$ cat config.mk
export PLATFORM = sky130hd
export DESIGN_NAME = direction_vote_accumulator
export DESIGN_NICKNAME = d
export VERILOG_FILES = /design/src/design/dva_pkg.sv /design/src/design/dva_cell.sv /design/src/design/dva_steer.sv /design/src/design/direction_vote_accumulator.sv
export SDC_FILE = /design/constraint.sdc
export NUM_CORES = 1
export LEC_CHECK = 0
export ABC_AREA = 1
export BUFFER_PORTS_ARGS = -buffer_cell sky130_fd_sc_hd__buf_2
export CORE_MARGIN = 5
export CORE_UTILIZATION = 64
export CTS_CLUSTER_DIAMETER = 60
export DETAILED_ROUTE_END_ITERATION = 10
export PLACE_DENSITY_LB_ADDON = 0.25
export SLEW_MARGIN = 20
export SYNTH_ARGS = -nofsm -noshare
export SYNTH_HDL_FRONTEND = slang
export SYNTH_HIERARCHICAL = 1
export SYNTH_SLANG_ARGS = --single-unit
$ cat constraint.sdc
create_clock -name clock -period 6.31 [get_ports clock]
set_input_delay 1.893 -clock clock [delete_from_list [all_inputs] [get_ports clock]]
set_output_delay 1.893 -clock clock [all_outputs]
set_load 0.01 [all_outputs]
$ cat src/design/dva_pkg.sv
`timescale 1ns / 1ps
// ----------------------------------------------------------------------------
// dva_pkg: shared types and constants of the direction vote accumulator
// Operation codes, per-word command carried down the counter chain, and the
// layout of one result word.
// ----------------------------------------------------------------------------
package dva_pkg;

   // widest direction index the chain supports (up to 16 directions)
   localparam int unsigned IDX_MAX_W = 4;

   // operation codes of an input word
   typedef enum logic [1:0] {
      OP_VOTE  = 2'd0,
      OP_TICK  = 2'd1,
      OP_PAUSE = 2'd2
   } op_type;

   // configuration register indexes
   localparam logic [1:0] CSR_THRESHOLD = 2'd0;
   localparam logic [1:0] CSR_PAUSE_TICKS = 2'd1;
   localparam logic [1:0] CSR_FOV = 2'd2;

   // what every counter cell does with a word
   typedef enum logic [1:0] {
      CMD_NONE,
      CMD_VOTE,
      CMD_CLEAR
   } cmd_type;

   // word travelling down the cell chain
   typedef struct packed {
      cmd_type                cmd;
      logic [7:0]             vote_index;
      logic                   clr_latch;
      logic                   paused;
      logic                   hit;
      logic [IDX_MAX_W-1:0]   hit_idx;
   } pkt_type;

   // result word, lowest field last (matches rsp_tdata packing)
   typedef struct packed {
      logic              paused;
      logic signed [8:0] steer_angle;
      logic [7:0]        heading_index;
      logic              obstacle_pending;
   } result_type;

endpackage

$ cat src/design/dva_cell.sv
`timescale 1ns / 1ps
// ----------------------------------------------------------------------------
// dva_cell: one confidence counter of the chain
// Holds the saturating counter of one direction, applies the word passing by
// and flags a threshold hit to the cells downstream unless it is the center cell.
// ----------------------------------------------------------------------------
module dva_cell
   import dva_pkg::*;
#(
   parameter int unsigned DIRECTIONS = 5,
   parameter int unsigned CELL_INDEX = 0
) (
   input  logic        clock,
   input  logic        reset,
   input  logic [15:0] threshold,
   input  logic        in_valid,
   output logic        in_ready,
   input  pkt_type     in_pkt,
   output logic        out_valid,
   input  logic        out_ready,
   output pkt_type     out_pkt
);

   localparam logic [7:0]           MY_INDEX = 8'(CELL_INDEX);
   localparam logic [IDX_MAX_W-1:0] MY_HIT_IDX = IDX_MAX_W'(CELL_INDEX);
   localparam logic                 IS_CENTER = (CELL_INDEX == DIRECTIONS / 2);

   logic        valid_ff;
   logic [15:0] conf_ff;
   logic [15:0] conf_in;
   pkt_type     pkt_ff;
   pkt_type     pkt_in;
   logic        load;

   assign in_ready = !valid_ff || out_ready;
   assign load = in_valid && in_ready;
   assign out_valid = valid_ff;
   assign out_pkt = pkt_ff;

   // counter update for the incoming word
   always_comb begin
      conf_in = conf_ff;
      pkt_in = in_pkt;
      case (in_pkt.cmd)
         CMD_CLEAR: begin
            conf_in = '0;
         end
         CMD_VOTE: begin
            if (in_pkt.vote_index == MY_INDEX) begin
               if (conf_ff != 16'hFFFF) begin
                  conf_in = conf_ff + 16'd1;
                  if (conf_in == threshold && !IS_CENTER) begin
                     pkt_in.hit = 1'b1;
                     pkt_in.hit_idx = MY_HIT_IDX;
                  end
               end
            end else if (conf_ff != '0) begin
               conf_in = conf_ff - 16'd1;
            end
         end
         default: begin
         end
      endcase
   end

   always_ff @(posedge clock) begin
      if (reset) begin
         valid_ff <= 1'b0;
         conf_ff <= '0;
      end else begin
         if (in_ready) begin
            valid_ff <= in_valid;
         end
         if (load) begin
            conf_ff <= conf_in;
         end
      end
   end

   // word handed on to the neighbor
   always_ff @(posedge clock) begin
      if (load) begin
         pkt_ff <= pkt_in;
      end
   end

endmodule

$ cat src/design/dva_steer.sv
`timescale 1ns / 1ps
// ----------------------------------------------------------------------------
// dva_steer: steer latch and angle computation
// Updates the obstacle latch at the end of the chain, then scales the field
// of view by the direction offset and divides by 2*DIRECTIONS through a
// reciprocal multiply. Ends in the result register.
// ----------------------------------------------------------------------------
module dva_steer
   import dva_pkg::*;
#(
   parameter int unsigned DIRECTIONS = 5
) (
   input  logic       clock,
   input  logic       reset,
   input  logic [8:0] fov,
   input  logic       in_valid,
   output logic       in_ready,
   input  pkt_type    in_pkt,
   output logic       rsp_valid,
   input  logic       rsp_ready,
   output result_type rsp_result
);

   localparam int unsigned IDX_W = (DIRECTIONS > 1) ? $clog2(DIRECTIONS) : 1;
   localparam int unsigned NUM_W = 9 + IDX_W;
   localparam int unsigned DIV = 2 * DIRECTIONS;
   localparam int unsigned SHIFT = NUM_W + $clog2(DIV);
   localparam int unsigned M_W = NUM_W + 2;
   localparam int unsigned PROD_W = NUM_W + M_W;
   localparam logic [M_W-1:0] RECIP = M_W'((2 ** SHIFT + DIV - 1) / DIV);
   localparam logic [IDX_W+1:0] N_EXT = (IDX_W + 2)'(DIRECTIONS);

   // stage 1: latch state and scaled magnitude
   logic             s1_valid_ff;
   logic             latched_ff;
   logic             latched_in;
   logic [IDX_W-1:0] chosen_ff;
   logic [IDX_W-1:0] chosen_in;
   logic             s1_paused_ff;
   logic             s1_neg_ff;
   logic [NUM_W-1:0] s1_num_ff;
   logic             s1_ready;
   logic             load1;

   // stage 2: result register
   logic             out_valid_ff;
   result_type       result_ff;
   logic             s2_ready;

   logic [IDX_W+1:0]  twice_p1;
   logic              neg;
   logic [IDX_W+1:0]  coef_wide;
   logic [NUM_W-1:0]  num_in;
   logic [PROD_W-1:0] prod;
   logic [8:0]        quot;

   assign s2_ready = !out_valid_ff || rsp_ready;
   assign s1_ready = !s1_valid_ff || s2_ready;
   assign in_ready = s1_ready;
   assign load1 = in_valid && s1_ready;

   // latch update: begin pause clears, a hit sets and records direction
   always_comb begin
      latched_in = latched_ff;
      chosen_in = chosen_ff;
      if (in_pkt.clr_latch) begin
         latched_in = 1'b0;
      end else if (in_pkt.hit) begin
         latched_in = 1'b1;
         chosen_in = in_pkt.hit_idx[IDX_W-1:0];
      end
   end

   // direction offset 2*idx+1-N as sign and magnitude, times fov
   assign twice_p1 = {1'b0, chosen_in, 1'b1};
   assign neg = twice_p1 < N_EXT;
   assign coef_wide = neg ? (N_EXT - twice_p1) : (twice_p1 - N_EXT);
   assign num_in = NUM_W'(fov) * NUM_W'(coef_wide[IDX_W-1:0]);

   // divide by 2*DIRECTIONS: exact for every numerator below 2**NUM_W
   assign prod = PROD_W'(s1_num_ff) * PROD_W'(RECIP);
   assign quot = prod[SHIFT +: 9];

   always_ff @(posedge clock) begin
      if (reset) begin
         s1_valid_ff <= 1'b0;
         latched_ff <= 1'b0;
         chosen_ff <= '0;
         out_valid_ff <= 1'b0;
      end else begin
         if (s1_ready) begin
            s1_valid_ff <= in_valid;
         end
         if (load1) begin
            latched_ff <= latched_in;
            chosen_ff <= chosen_in;
         end
         if (s2_ready) begin
            out_valid_ff <= s1_valid_ff;
         end
      end
   end

   always_ff @(posedge clock) begin
      if (load1) begin
         s1_paused_ff <= in_pkt.paused;
         s1_neg_ff <= neg;
         s1_num_ff <= num_in;
      end
      if (s1_valid_ff && s2_ready) begin
         result_ff.paused <= s1_paused_ff;
         result_ff.steer_angle <= s1_neg_ff ? -$signed(quot) : $signed(quot);
         result_ff.heading_index <= 8'(chosen_ff);
         result_ff.obstacle_pending <= latched_ff;
      end
   end

   assign rsp_valid = out_valid_ff;
   assign rsp_result = result_ff;

endmodule

$ cat src/design/direction_vote_accumulator.sv
`timescale 1ns / 1ps
// ----------------------------------------------------------------------------
// direction_vote_accumulator: per-direction vote counters with steer latch
// Top level: configuration registers, pause control, counter chain and the
// steer stage.
// ----------------------------------------------------------------------------
// Takes one word per clock unless the output side stalls, and returns one
// result word per input word, in order. A word passes through one counter
// cell per direction and then two steer stages. Throughput is one word a
// cycle when the output side does not stall, set by the counter cell chain,
// which stalls stage by stage and fills any gaps on back-pressure. Pause and
// tick counting happen as a word is taken; the obstacle latch is updated at
// the end of the chain. Configuration writes are accepted every cycle and
// must only happen while no word is in flight.
module direction_vote_accumulator
   import dva_pkg::*;
#(
   parameter int unsigned DIRECTIONS = 5
) (
   input  logic        clock,
   input  logic        reset,
   // input stream
   input  logic        req_tvalid,
   output logic        req_tready,
   input  logic [7:0]  req_tdata,   // [7:0] vote_index
   input  logic [1:0]  req_tuser,   // [1:0] operation
   // result stream
   output logic        rsp_tvalid,
   input  logic        rsp_tready,
   output logic [23:0] rsp_tdata,   // [0] obstacle_pending, [8:1] heading_index,
                                    // [17:9] steer_angle, [18] paused, rest zero
   // configuration writes
   input  logic        csr_valid,
   output logic        csr_ready,
   input  logic [1:0]  csr_index,
   input  logic [15:0] csr_data
);

   logic [15:0] threshold_ff;
   logic [15:0] pause_ticks_ff;
   logic [8:0]  fov_ff;
   logic        pause_ff;
   logic        pause_in;
   logic [15:0] elapsed_ff;
   logic [15:0] elapsed_in;
   pkt_type     head_pkt;
   logic        req_accept;

   logic        chain_valid [DIRECTIONS+1];
   logic        chain_ready [DIRECTIONS+1];
   pkt_type     chain_pkt [DIRECTIONS+1];
   result_type  result;

   assign csr_ready = 1'b1;

   // configuration registers
   always_ff @(posedge clock) begin
      if (reset) begin
         threshold_ff <= 16'd10;
         pause_ticks_ff <= 16'd15;
         fov_ff <= 9'd160;
      end else if (csr_valid) begin
         unique case (csr_index)
            CSR_THRESHOLD:   threshold_ff <= csr_data;
            CSR_PAUSE_TICKS: pause_ticks_ff <= csr_data;
            CSR_FOV:         fov_ff <= csr_data[8:0];
            default: begin
            end
         endcase
      end
   end

   // pause control and command for the chain
   always_comb begin
      pause_in = pause_ff;
      elapsed_in = elapsed_ff;
      head_pkt = '0;
      head_pkt.cmd = CMD_NONE;
      head_pkt.vote_index = req_tdata;
      unique case (op_type'(req_tuser))
         OP_VOTE: begin
            if (!pause_ff) begin
               head_pkt.cmd = CMD_VOTE;
            end else if (elapsed_ff >= pause_ticks_ff) begin
               pause_in = 1'b0;
               head_pkt.cmd = CMD_CLEAR;
            end
         end
         OP_TICK: begin
            if (pause_ff && elapsed_ff != 16'hFFFF) begin
               elapsed_in = elapsed_ff + 16'd1;
            end
         end
         OP_PAUSE: begin
            head_pkt.clr_latch = 1'b1;
            pause_in = 1'b1;
            elapsed_in = '0;
         end
         default: begin
         end
      endcase
      head_pkt.paused = pause_in;
   end

   assign req_accept = req_tvalid && req_tready;

   always_ff @(posedge clock) begin
      if (reset) begin
         pause_ff <= 1'b0;
         elapsed_ff <= '0;
      end else if (req_accept) begin
         pause_ff <= pause_in;
         elapsed_ff <= elapsed_in;
      end
   end

   // counter cell chain
   assign chain_valid[0] = req_tvalid;
   assign chain_pkt[0] = head_pkt;
   assign req_tready = chain_ready[0];

   for (genvar k = 0; k < DIRECTIONS; k++) begin : g_cell
      dva_cell #(
         .DIRECTIONS (DIRECTIONS),
         .CELL_INDEX (k)
      ) u_cell (
         .clock     (clock),
         .reset     (reset),
         .threshold (threshold_ff),
         .in_valid  (chain_valid[k]),
         .in_ready  (chain_ready[k]),
         .in_pkt    (chain_pkt[k]),
         .out_valid (chain_valid[k+1]),
         .out_ready (chain_ready[k+1]),
         .out_pkt   (chain_pkt[k+1])
      );
   end

   // steer latch and angle
   dva_steer #(
      .DIRECTIONS (DIRECTIONS)
   ) u_steer (
      .clock      (clock),
      .reset      (reset),
      .fov        (fov_ff),
      .in_valid   (chain_valid[DIRECTIONS]),
      .in_ready   (chain_ready[DIRECTIONS]),
      .in_pkt     (chain_pkt[DIRECTIONS]),
      .rsp_valid  (rsp_tvalid),
      .rsp_ready  (rsp_tready),
      .rsp_result (result)
   );

   assign rsp_tdata = {5'd0, result};

   // checks
   a_heading_range : assert property (@(posedge clock) disable iff (reset)
      rsp_tvalid |-> rsp_tdata[8:1] < 8'(DIRECTIONS))
      else $error("heading index out of range");

   a_no_center_steer : assert property (@(posedge clock) disable iff (reset)
      rsp_tvalid && rsp_tdata[0] |-> rsp_tdata[8:1] != 8'(DIRECTIONS / 2))
      else $error("steer latched on center direction");

   a_pause_starts : assert property (@(posedge clock) disable iff (reset)
      req_accept && req_tuser == OP_PAUSE |=> pause_ff && elapsed_ff == '0)
      else $error("begin pause did not restart the pause");

endmodule

==> results <==
- The cell area that synthesis handed to floorplanning was 18200 um2.
- The half-perimeter wire length after placement is 35800 um.
- In the finished design, the share of the clock period the worst path needs comes to 82.2%.
- The worst hold-check slack is 0.414 ns.
- The routed length on met1 is 20700 um.
- The floorplan has just over 60 rows.
- The initial utilization of the core area, before any placement, comes to 65.0%.
- The required arrival time at the worst endpoint is 4.42 ns.
- The sum of negative setup slack is 0 ns.
- Wires add up to roughly 48000 um.
- The wire length on met3 is 3660 um.
- The count of placed standard cells including taps is 2964.
- In the final layout, the share of cells above drive strength 1 is 10.2%.
- The number of violations reported at the end of detailed-routing iteration 0 is 1476.
- Clock-pin slew was measured on the worst setup and hold paths at 0.06 ns.
- After layout, the minimum clock period comes to roughly 5.2 ns.
- The number of setup buffers added after CTS is 0.
- Summed over all cells, the static leakage comes to 0.00925 uW.
- The number of warnings reported in the yosys synthesis log is 6.
- The first-pass GRT wire length is 78300 um.
- The critical setup path kind is in -> out.
- The TritonCTS clock tree is yes.
- Before antenna repair, the detailed router went through 6 iterations.
- After the last flow step, the layout net total stands at 2813.
- The number of global-route vias before repair was 16000.
- The worst hold path belongs to the class reg -> reg.
- In this run switching power makes up between 20 and 30% of total power.
- The number of antenna cells inserted is 0.
- Of all nets on the critical path, the largest fanout is 4.
- The layout-stage area growth over the synthesis result is 7.18%.
- The worst setup path is captured at an output pin.
- In this run the vertical extent of the chip is 178 um.
- The number of routed nets with antenna violations is 0.
- The number of instances in the synthesized netlist is 2594.
- STA classifies the critical path startpoint as an input pin.
- The tree built by TritonCTS fans out to between 200 and 250 sinks.
- The routability congestion estimate is 0.973.
- Across the run, the number of max-cap violations was 0.
- Headroom to the max-slew limit came out at 32.9%.
- The number of top-level pins is 60.
- The total overflow left after global routing is 0.
- The post-route total power is 4050 uW.
- The clock reaches the later pin of the worst-skew pair after 0.58 ns.
- The highest clock rate is 0.193 GHz.
- The floorplan step defined a die boundary enclosing about 32000 um2.
- The flow ran to the end, and the final reports show no timing, DRC or antenna violations.
- The placeable core region is 27900 um2.
- The number of hold violations in the final report came to 0.
- The via-per-instance ratio is around 5.5.
- The share of total power dissipated in combinational logic is 15.8%.
- The initial antenna violation count was 0.
- The post-detailed-route DRC marker count is 0.
- Sequential cells burn 41.0% of the power.
- Across all setup checks in the final design, the least slack found is 1.13 ns.
- The internal power of the cells totals 2870 uW.
- The vias after detailed routing is 16700.
- Setup repair after global routing left no endpoint under its margin.
- The pin count of the biggest net entering global routing is 35.
- For this run, the number of standard cells in the final layout without fillers is 3018.
- The routed design uses 21900 um of met2 wire.
- CTS built an H-tree with a depth of 1.
- After clock tree synthesis, the flow added hold-fix buffers numbering 0.
- For this run, the total global-route usage over all layers was measured as 30.2%.
- Before CTS, the worst setup slack after placement is between 1 and 1.5 ns.
- The count of final max-slew check failures is 0.
- The switching power total is 1180 uW.
- The horizontal die dimension is 178 um.
- The highest metal layer with signal wires is met4.
- The number of I/O port buffers is 48.
- The power share of the clock group is 43.2%.
- In this run the deepest clock path goes through 3 buffers.
- The final number of setup-violating endpoints is 0.
- On the final layout, the worst clock skew is 0.0219 ns.
- The routed length per placed instance is between 15 and 20 um.
- Clock tree synthesis selected as its root buffer the cell sky130_fd_sc_hd__clkbuf_16.
- The number of gates resized after CTS was 0.
- In this run the power density over the cells is 208 nW/um2.
- The number of clock buffers added by TritonCTS is 30.
- A synthesized cell averages roughly 7 um2.
- The setup check on the worst reg-to-reg path leaves a slack of approximately 1.3 ns.
- The worst-case vdd ir drop is 0.000301 V.
- For the pin with the worst max-slew slack, the measured transition is a little over 1 ns.
- The data arrival time of the worst path is between 3 and 4 ns.
-- area by class of cell --
type | instances | area (um2)
Clock buffer | 36 | 805
Clock inverter | 18 | 223
Fill cell | 2408 | 8470
Inverter | 389 | 1470
Multi-Input combinational cell | 1911 | 10600
Sequential cell | 230 | 5580
Tap cell | 378 | 473
Timing Repair Buffer | 56 | 300
-- critical path, cell delays in order --
cell and delay [ns]:
sky130_fd_sc_hd__buf_2 0.10, sky130_fd_sc_hd__inv_1 0.08, sky130_fd_sc_hd__nand3_1 0.20, sky130_fd_sc_hd__inv_1 0.11, sky130_fd_sc_hd__nand2_1 0.08, sky130_fd_sc_hd__inv_1 0.06, sky130_fd_sc_hd__nand2_1 0.10, sky130_fd_sc_hd__inv_2 0.08
sky130_fd_sc_hd__nand2_2 0.06, sky130_fd_sc_hd__inv_1 0.06, sky130_fd_sc_hd__nand2_1 0.08, sky130_fd_sc_hd__inv_1 0.07, sky130_fd_sc_hd__nand2_1 0.14, sky130_fd_sc_hd__buf_2 0.19
-- registers in the layout, summed over array words and instances (netlist names), 3 cells and up --
register / cells
fov_ff: 9
u_steer/rsp_result: 14
threshold_ff: 16
u_steer/chosen_ff: 3
u_steer/s1_num_ff: 11
pause_ticks_ff: 16
g_cell.u_cell/out_pkt: 70
g_cell.u_cell/conf_ff: 64
elapsed_ff: 16
g_cell.u_cell/out_valid: 5
-- per-stage QoR --
stage	utilization (%)	area, um2
after floorplan	-	18200
after global placement	66.0	18400
after detailed placement	66.0	18400
after CTS	69.7	19500
after global routing	69.7	19500
final	69.7	19500
-- final timing paths --
kind / startpoint / endpoint / cells past startpoint
worst max register to register: u_steer/s1_num_ff[4]$_DFFE_PP_ / u_steer/rsp_result[17]$_DFFE_PP_ / 22
worst max-delay path: rsp_tready / req_tready / 14
worst min register to register: g_cell[1].u_cell/out_pkt[11]$_DFFE_PP_ / g_cell[2].u_cell/out_pkt[11]$_DFFE_PP_ / 0
worst min-delay path: g_cell[1].u_cell/out_pkt[11]$_DFFE_PP_ / g_cell[2].u_cell/out_pkt[11]$_DFFE_PP_ / 0
-- metal layers --
metal / GRT usage [%] / vias up
met5: 0 / -
met4: 9.59 / 0
met3: 3.67 / 115
met2: 50.7 / 627
met1: 40.9 / 7671
li1: - / 8331
-- cells in the final DEF, fill, tap and decap left out, types with 7 or more instances in the layout --
cell type	n
sky130_fd_sc_hd__edfxtp_1	97
sky130_fd_sc_hd__xnor2_1	11
sky130_fd_sc_hd__buf_2	48
sky130_fd_sc_hd__nor2_1	316
sky130_fd_sc_hd__a21oi_2	20
sky130_fd_sc_hd__inv_2	24
sky130_fd_sc_hd__xor2_1	37
sky130_fd_sc_hd__nand4_1	49
sky130_fd_sc_hd__nand2_4	14
sky130_fd_sc_hd__nand3b_1	20
sky130_fd_sc_hd__nor3_1	25
sky130_fd_sc_hd__o21ai_0	93
sky130_fd_sc_hd__o21ai_1	22
sky130_fd_sc_hd__nor2_2	29
sky130_fd_sc_hd__ha_1	129
sky130_fd_sc_hd__fa_1	33
sky130_fd_sc_hd__conb_1	15
sky130_fd_sc_hd__clkbuf_16	31
sky130_fd_sc_hd__a21oi_1	140
sky130_fd_sc_hd__nand3_1	186
sky130_fd_sc_hd__clkinv_1	7
sky130_fd_sc_hd__buf_4	8
sky130_fd_sc_hd__nand2_2	40
sky130_fd_sc_hd__inv_1	356
sky130_fd_sc_hd__nor2_4	24
sky130_fd_sc_hd__nand2_1	669
sky130_fd_sc_hd__dfxtp_1	133
-- power by group through the flow --
stage	sequential [uW]	clock, uW	combinational [uW]
finish	1660	1750	641
global route	1670	1830	728
CTS	1660	1770	633
detailed placement	1690	0	626
global placement	1690	0	607
floorplan	1660	0	507
No activity file was read; power rests on OpenSTA's default activity.
